--- src/rtl/ekdsc_pkg.sv ---
// Package: constants, FSM state type and controller/datapath command structs.
`timescale 1ns / 1ps
package ekdsc_pkg;
	localparam int MAX_LEN_DEF  = 4096;
	localparam int ALPHABET_DEF = 26;
	localparam int LETTER_W     = 5;
	localparam int K_W          = 5;
	localparam int SUM_W        = 24;

	typedef enum logic [2:0] {
		ST_IDLE,
		ST_CHECK,
		ST_ADD,
		ST_TEST,
		ST_DEC,
		ST_SUM,
		ST_FINISH
	} ekdsc_state_t;

	// controller -> datapath
	typedef struct packed {
		logic load_in;    // capture input beat
		logic store_wr;   // write letter into store
		logic set_ovf;    // mark overflow
		logic win_sel;    // 0: at-most-k window, 1: at-most-k-1 window
		logic add;        // count the new letter in the selected window
		logic shrink_dec; // drop the letter read back, advance left
		logic sum;        // accumulate window length
		logic adv_pos;    // advance write position
		logic load_out;   // load the output register
	} ekdsc_cmd_t;

	// datapath -> controller
	typedef struct packed {
		logic letter_ok;   // letter inside the alphabet
		logic full;        // store is full
		logic need_shrink; // selected window is over its limit
	} ekdsc_stat_t;
endpackage

--- src/rtl/ekdsc_ctrl.sv ---
// Controller FSM sequencing store write, window add, shrink and sum steps.
`timescale 1ns / 1ps
module ekdsc_ctrl import ekdsc_pkg::*; (
	input  logic        clk,
	input  logic        arst_n,
	input  logic        in_valid,
	output logic        in_ready,
	input  logic        out_free,
	input  ekdsc_stat_t stat,
	output ekdsc_cmd_t  cmd
);
	ekdsc_state_t state_q, state_d;
	logic         win_q, win_d;

	always_ff @(posedge clk or negedge arst_n) begin
		if (!arst_n) begin
			state_q <= ST_IDLE;
			win_q   <= 1'b0;
		end else begin
			state_q <= state_d;
			win_q   <= win_d;
		end
	end

	// next state and commands
	always_comb begin
		state_d     = state_q;
		win_d       = win_q;
		cmd         = '0;
		cmd.win_sel = win_q;
		in_ready    = 1'b0;
		case (state_q)
			ST_IDLE: begin
				in_ready = 1'b1;
				if (in_valid) begin
					cmd.load_in = 1'b1;
					state_d     = ST_CHECK;
				end
			end
			ST_CHECK: begin
				win_d = 1'b0;
				if (stat.letter_ok && !stat.full) begin
					cmd.store_wr = 1'b1;
					state_d      = ST_ADD;
				end else begin
					cmd.set_ovf = stat.letter_ok;
					state_d     = ST_FINISH;
				end
			end
			ST_ADD: begin
				cmd.add = 1'b1;
				state_d = ST_TEST;
			end
			ST_TEST: begin
				// store read at the left index is issued here, data used in ST_DEC
				if (stat.need_shrink) begin
					state_d = ST_DEC;
				end else begin
					state_d = ST_SUM;
				end
			end
			ST_DEC: begin
				cmd.shrink_dec = 1'b1;
				state_d        = ST_TEST;
			end
			ST_SUM: begin
				cmd.sum = 1'b1;
				if (!win_q) begin
					win_d   = 1'b1;
					state_d = ST_ADD;
				end else begin
					cmd.adv_pos = 1'b1;
					state_d     = ST_FINISH;
				end
			end
			ST_FINISH: begin
				if (out_free) begin
					cmd.load_out = 1'b1;
					state_d      = ST_IDLE;
				end
			end
			default: begin
				state_d = ST_IDLE;
			end
		endcase
	end
endmodule

--- config.mk ---
export PLATFORM = sky130hd
export DESIGN_NAME = ekdsc_ctrl
export DESIGN_NICKNAME = d
export VERILOG_FILES = /design/src/rtl/ekdsc_pkg.sv /design/src/rtl/ekdsc_ctrl.sv
export SDC_FILE = /design/constraint.sdc
export NUM_CORES = 1
export LEC_CHECK = 0
export ABC_CLOCK_PERIOD_IN_PS = 1460
export BUFFER_PORTS_ARGS = -buffer_cell sky130_fd_sc_hd__buf_2
export CORE_AREA = 2 2 39 41
export CTS_BUF_LIST = sky130_fd_sc_hd__clkbuf_8
export DETAILED_ROUTE_END_ITERATION = 10
export DIE_AREA = 0 0 41 43
export PLACE_DENSITY_LB_ADDON = 0.08
export SYNTH_ARGS = -nofsm -noshare
export SYNTH_HDL_FRONTEND = slang
export SYNTH_SLANG_ARGS = --single-unit
--- constraint.sdc ---
create_clock -name clk -period 1.46 [get_ports clk]
set_input_delay 0 -clock clk [delete_from_list [all_inputs] [get_ports clk]]
set_output_delay 0 -clock clk [all_outputs]
set_load 0.05 [all_outputs]
Yosys cells after proc, flatten, opt, wreduce, memory -nomap -nowiden
Index checks and enable logic that the tools add are counted.
{"block": "word_totals", "reg_bits": 4, "in_bits": 7, "out_inout_bits": 10, "elab_cells": 35}
{"block": "op_classes", "n_eq_ne": 8, "n_mux": 19, "reduce_logical": 6}
{"op": "one-hot mux 3 bit (6 select lines)", "n": 1}
{"op": "two-way mux 3 bit", "n": 4}
{"op": "two-way mux 1 bit", "n": 11}
{"op": "== test 3 bit, second input constant", "n": 3}
{"op": "== test 3 x 2 -> 1 bit, second input constant", "n": 2}
{"op": "two-way mux 2 bit", "n": 2}
{"op": "!= test 2 bit, second input constant", "n": 2}
{"op": "== test 3 x 1 -> 1 bit, second input constant", "n": 1}
{"op": "zero test 3 bit", "n": 1}
{"op": "one-hot mux 1 bit (2 select lines)", "n": 1}
{"op": "AND reduction 2 bit", "n": 1}
{"op": "nonzero test 2 bit", "n": 1}
{"op": "OR reduction 2 bit", "n": 1}
{"op": "logical AND 1 bit", "n": 1}
{"op": "zero test 1 bit", "n": 1}

Logic depth before layout (Yosys ltp)
Gate-level depths: netlist of the first run.
{"block": "depth", "depth_word": 4, "mapped_depth": 4, "ltp_nobuf": 3}

Least setup slack after synthesis of the first run
Ideal clock, no wire load.
{"block": "synth_path", "kind": "register to output", "from": "register state_q[0]", "to": "output port cmd[4] (netlist bit)", "arrival_time_ns": 1.674, "t_required_ns": 1.460, "slack_ns": -0.214, "stages_incl_launch_ff": 3, "n_path_buf": 1, "cell_sequence": "dfrtp_1 -> buf_6 -> nor3b_1"}
{"element": "start, declared", "line_no": "ekdsc_ctrl.sv:12", "source": "ekdsc_state_t state_q, state_d;"}
{"element": "start signal, assigned", "line_no": "ekdsc_ctrl.sv:20", "source": "state_q <= state_d;"}
{"element": "end, declared", "line_no": "ekdsc_ctrl.sv:10", "source": "output ekdsc_cmd_t cmd"}

==> flow_summary.yaml, run 1 <==
clock_network:
  path_clk_slew_ns: 0.03
  clockBufferDepth: 2
  cts_tree: "yes"
  clk_latency_ns: 0.22
  cts_setup_buffers: 0
  htree_levels: 1
  numCtsBuffers: 3
  cts-root-buf: "clkbuf_8"
  cts.sinks: 4
grt:
  grt_pass1_vias: 283
  gr-usage-met2_pct: 15.3
  grtUsageMet3_pct: 6.28
  grt.overflow.total: 0
  globalRouteMet1Util_pct: 11.7
  grt_util_all_layers_pct: 11.0
  grt_pass1_wl_mm: 1.24
  grt_busiest_layer: "met2"
  grt_max_degree: 12
  antenna_found_initial: 0
layout:
  fin_util_pct: 34.4
  fillers: 144
  area_growth_syn_to_layout_pct: 42.7
  antenna_cells: 0
  fin_nets: 58
  drive_above_1_share_pct: 67.3
  multiInputGateArea_um2: 201
  ff_latch_area_um2: 103
  final_cell_area_um2: 477
floorplanning:
  chipHeight_um: 43
  io_pins: 17
  start_util_pct: 24.1
  num_rows: 14
  die-area_mm2: 0.00176
  design.core.area_mm2: 0.00138
  fp.dieW_um: 41
synth:
  synthCells: 32
  ys_warn_count: 0
  yosys_most_used_dff: "dfrtp_1"
  synth-compound-area-share_pct: 13.5
  yosysSeqAreaShare_pct: 30.0
  synth_top_cell_area_share_pct: 30.0
  ys_async_sr_fraction_pct: 100
  synth_area_um2: 334
  ys_top_cells_by_area: "dfrtp_1 (30%), buf_4 (6.7%), buf_6 (6.7%)"
  synth-simple-area-share_pct: 38.6
  synth.most_common_cell: "dfrtp_1"
  synth_xor_area_share_pct: 0
  synth_top_family_by_area: "simple AND/OR/NAND/NOR gates"
  avgSynthCellArea_um2: 10.4
  synthDistinctLibCells: 24
  synthAdderAreaFrac_pct: 0
  synth_mux_area_share_pct: 3.37
  synth_common_cells: "dfrtp_1 (4), buf_4 (3), and2_1 (2), buf_6 (2), nor3_1 (2)"
  synth_edf_count: 0
  synth_nets: 39
  yosysTopAreaCell: "dfrtp_1"
  ys_ff_latch: 4
timing:
  max-slew-margin-rel_pct: 84.5
  finalSetupTns_ns: 0
  hold_violations: 0
  slew_violations: 0
  setup_viol: 0
  period_needed_ns: 1.39
  setup_ws_ns: 0.0708
  max_freq_mhz: 720
  period_share_pct: 95.2
  worstMarginPinSlew_ns: 0.230
  fin_worst_skew_ns: 0.00334
  rsz0062_at_grt: "no"
power_and_ir_drop:
  swShare_pct: 51.3
  internal_power_w: 0.000605
  clkPwrFrac_pct: 18.8
  switchingPower_w: 0.000637
  leakage_nw: 0.234
  ir_drop_uv: 1040
  p_comb_share_pct: 57.3
  power_density_mw_per_mm2: 2610
  pwr-share-seq_pct: 23.9
routing:
  routedWlPerCell_um: 11.5
  drtAntennaViolNets: 0
  dr.pass1.iters: 3
  drc: 0
  viasPerCell: 4.57
  vias: 297
  drt-initial-drc-count: 5
  totalWireLength_um: 750
min_path:
  min-delay-path-class: "in2async"
placement:
  placed_cell_area_um2: 413
  pre_cts_slack_ns: 0.219
  finalWeightedCongestion: 0.668
  dp_hpwl_um: 555
  io_buffers: 16
worst_setup_path:
  end_kind: "output port"
  crit_arrival_ns: 1.39
  worstPathMaxFanout: 10
  required_ns: 1.46
  worst-setup-path-type: "reg2out"
  critPathLaunchType: "flip-flop"
job:
  drv_cap: 0
outcome:
  status: "complete, no violations"
## cell type report
| class | count | share of cell area [%] |
|---|---|---|
| multi-input combinational | 22 | 42.3 |
| inverter | 1 | 0.787 |
| tap | 16 | 4.20 |
| clock buffer | 3 | 8.66 |
| sequential | 4 | 21.5 |
| timing repair buffer | 19 | 22.6 |
## what timing repair did
action,4_1_cts,5_1_grt
hold buffers,2,0
resized for setup,1,1
endpoints found under the setup margin,1,3
endpoints found under the hold margin,5,0
cloned,0,0
## per-stage QoR
stage,instances,total power [W],hold WS [ns]
floorplan,32,0.000950,-0.296
global placement,60,0.00100,-0.192
detailed placement,60,0.00101,-0.191
CTS,65,0.00126,0.107
global route,65,0.00133,0.135
finish,65,0.00124,0.109
## worst max-delay path: stages, from the launching register on
cell	delay [ns]
dfrtp_1	0.38
buf_4	0.19
nor3_4	0.20
and2_2	0.16
buf_2	0.25
## power by group through the flow
stage / clock [W] / sequential, W / combinational, W
6_report: 0.000233 / 0.000297 / 0.000712
5_1_grt: 0.000253 / 0.000311 / 0.000763
4_1_cts: 0.000244 / 0.000296 / 0.000723
3_5_place_dp: 0 / 0.000293 / 0.000718
3_3_place_gp: 0 / 0.000288 / 0.000716
2_1_floorplan: 0 / 0.000196 / 0.000754
## path summary, 6_finish.rpt
check,slack (ns),endpoint,start,cells after the start
min in group clk,0.11,state_q[1]$_DFFE_PN0P_,out_free,3
worst max register to register,0.34,win_q$_DFFE_PN0P_,state_q[1]$_DFFE_PN0P_,2
worst min register to register,0.53,win_q$_DFFE_PN0P_,win_q$_DFFE_PN0P_,1
worst max-delay path,0.07,cmd[8],state_q[0]$_DFFE_PN0P_,4
max in group asynchronous,1.21,state_q[1]$_DFFE_PN0P_,arst_n,2
worst min-delay path,0.11,win_q$_DFFE_PN0P_,arst_n,2
## routing by layer
layer	up-vias	routed length [um]
li1	149	-
met1	138	294
met4	0	0
met3	0	53
met2	10	402
met5	-	0
## registers in the layout (all words and copies together) (netlist names)
signal,cells
state_q,3
win_q,1
## logic make-up after synthesis
group / Yosys count
DFF: 4
muxes: 1
and+or+nand+nor: 16
buffers and inverters: 6
AOI/OAI and AO/OA: 5
## layout by cell type (no fill, tap or decap), types with 2 or more instances in the layout
cell,netlist,routed
nor3_2,0,2
dlygate4sd3_1,0,2
dfrtp_2,0,2
dfrtp_1,4,2
clkbuf_8,0,3
buf_2,0,16
No activity file was read; power rests on OpenSTA's default activity.
==> run 2: changes to the inputs <==
==> constraint.sdc (replaced) <==
create_clock -name clk -period 1.46 [get_ports clk]
set_input_delay 0.292 -clock clk [delete_from_list [all_inputs] [get_ports clk]]
set_output_delay 0.292 -clock clk [all_outputs]
set_load 0.05 [all_outputs]
==> flow_summary.yaml, run 2 (same netlist as run 1, synthesis figures left out) <==
clock_network:
  cts-root-buf: "clkbuf_8"
  clk_latency_ns: 0.21
  htree_levels: 1
  path_clk_slew_ns: 0.03
  numCtsBuffers: 3
  clockBufferDepth: 2
  cts.sinks: 4
  cts_tree: "yes"
grt:
  grt_pass1_vias: 349
  grt.overflow.total: 0
  grt_util_all_layers_pct: 12.2
  grt_pass1_wl_mm: 1.40
  grt_max_degree: 7
  antenna_found_initial: 0
routing:
  vias: 334
  drt-initial-drc-count: 2
  routedWlPerCell_um: 11.3
  drc: 0
  viasPerCell: 4.51
  dr.pass1.iters: 2
  drtAntennaViolNets: 0
  totalWireLength_um: 834
power_and_ir_drop:
  leakage_nw: 0.292
  power_density_mw_per_mm2: 2550
  power_w: 0.00158
  ir_drop_uv: 1130
timing:
  finalSetupTns_ns: -0.172
  setup_ws_ns: -0.0514
  max_freq_mhz: 662
  slew_violations: 0
  hold_violations: 0
  worstMarginPinSlew_ns: 0.250
  setup_viol: 7
  fin_worst_skew_ns: 0.00180
  period_needed_ns: 1.51
  max-slew-margin-rel_pct: 83.1
  period_share_pct: 104
  hold_slack_ns: 0.252
  rsz0062_at_grt: "yes"
layout:
  fin_nets: 67
  largest_register_ff_count: 3
  fillers: 143
  antenna_cells: 0
  final_cell_area_um2: 618
  reg_top3: "state_q: 3 flops, win_q: 1 flops"
  area_growth_syn_to_layout_pct: 85.0
  mostFrequentLayoutCells: "buf_4 (10), buf_2 (8), buf_6 (7)"
  drive_above_1_share_pct: 77.6
  final_common_cell: "buf_4"
  regMostFlops: "state_q"
floorplanning:
  start_util_pct: 24.1
  chipHeight_um: 43
  die-area_mm2: 0.00176
  io_pins: 17
  fp.dieW_um: 41
  design.core.area_mm2: 0.00138
  num_rows: 14
worst_setup_path:
  cp_slowest_cell: "dfrtp_2"
  worst-setup-path-type: "reg2out"
  required_ns: 1.17
  crit_arrival_ns: 1.22
  end_kind: "output port"
  critPathLaunchType: "flip-flop"
  cp_num_buf_inv: 1
  path_delay_family: "simple AND/OR/NAND/NOR gates"
  slowest_delay_ns: 0.41
  crit_chain: "nor2b_4 -> and4bb_2 -> buf_6"
  worstPathMaxFanout: 5
placement:
  placed_cell_area_um2: 437
  dp_hpwl_um: 597
  io_buffers: 16
  finalWeightedCongestion: 0.632
outcome:
  status: "finished with violations"
  violations: "negative setup slack"
job:
  drv_cap: 0
min_path:
  min-delay-path-class: "in2reg"
[run 2: changes by cell type in the layout (fill, tap and decap cells not counted), moves of 2 or more]
| cell | previous run | this run |
|---|---|---|
| nor3_4 | 1 | 3 |
| nor3_2 | 2 | 0 |
| buf_4 | 1 | 10 |
| buf_8 | 0 | 2 |
| buf_2 | 16 | 8 |
| buf_6 | 0 | 7 |
[run 2: final cells by class]
class                   instances  area (um2)  share of cell area [%]
clock buffers                   3        41.3                    6.68
inverters                       1        3.75                   0.607
flip-flops and latches          4         104                    16.8
well taps                      16        20.0                    3.24
multi-input cells              22         215                    34.8
repair buffers                 28         234                    37.9
[run 2: through the flow]
| stage | instances | utilization, % | setup slack, ns |
|---|---|---|---|
| floorplan | 32 | - | -0.188 |
| global placement | 63 | 31.6 | 0.0210 |
| detailed placement | 63 | 31.6 | -0.00562 |
| CTS | 74 | 43.9 | -0.0679 |
| global route | 74 | 44.7 | -0.109 |
| finish | 74 | 44.7 | -0.0514 |
[run 2: final timing paths]
path                                         from                      to  slack, ns  cells past startpoint
max                        state_q[0]$_DFFE_PN0P_                  cmd[7]      -0.05                      3
min                                       stat[0]  state_q[0]$_DFFE_PN0P_       0.25                      2
max reg2reg                state_q[1]$_DFFE_PN0P_  state_q[2]$_DFFE_PN0P_       0.09                      6
min reg2reg                     win_q$_DFFE_PN0P_       win_q$_DFFE_PN0P_       0.53                      1
max in group asynchronous                  arst_n  state_q[2]$_DFFE_PN0P_       0.91                      2
min in group asynchronous                  arst_n  state_q[0]$_DFFE_PN0P_       0.41                      2
[run 2: power breakdown]
part / switching, W / internal [W]
combinational: 0.000568 / 0.000500
clock: 0.0000541 / 0.000175
sequential: 0.0000984 / 0.000179
total: 0.000721 / 0.000855
[run 2: routing by layer]
layer	vias up	wire [um]	global-route usage, %
met2	13	442	17.8
met1	156	342	15.0
met3	0	50	6.28
li1	165	-	-
met5	-	0	0
met4	0	0	4.00
[run 2: worst reg2reg max path: cells and delay by family (launching register included)]
family | cells | cell delay (ns)
flops | 1 | 0.44
buf+inv | 3 | 0.42
simple gates | 2 | 0.22
compound gates | 1 | 0.17
[run 2: repair_timing]
action	CTS	global route
resized for setup	25	2
endpoints found under the hold margin	4	0
hold buffers	1	0
pin swaps	5	2
cloned	0	0
setup buffers	7	0
setup endpoints to repair	9	9
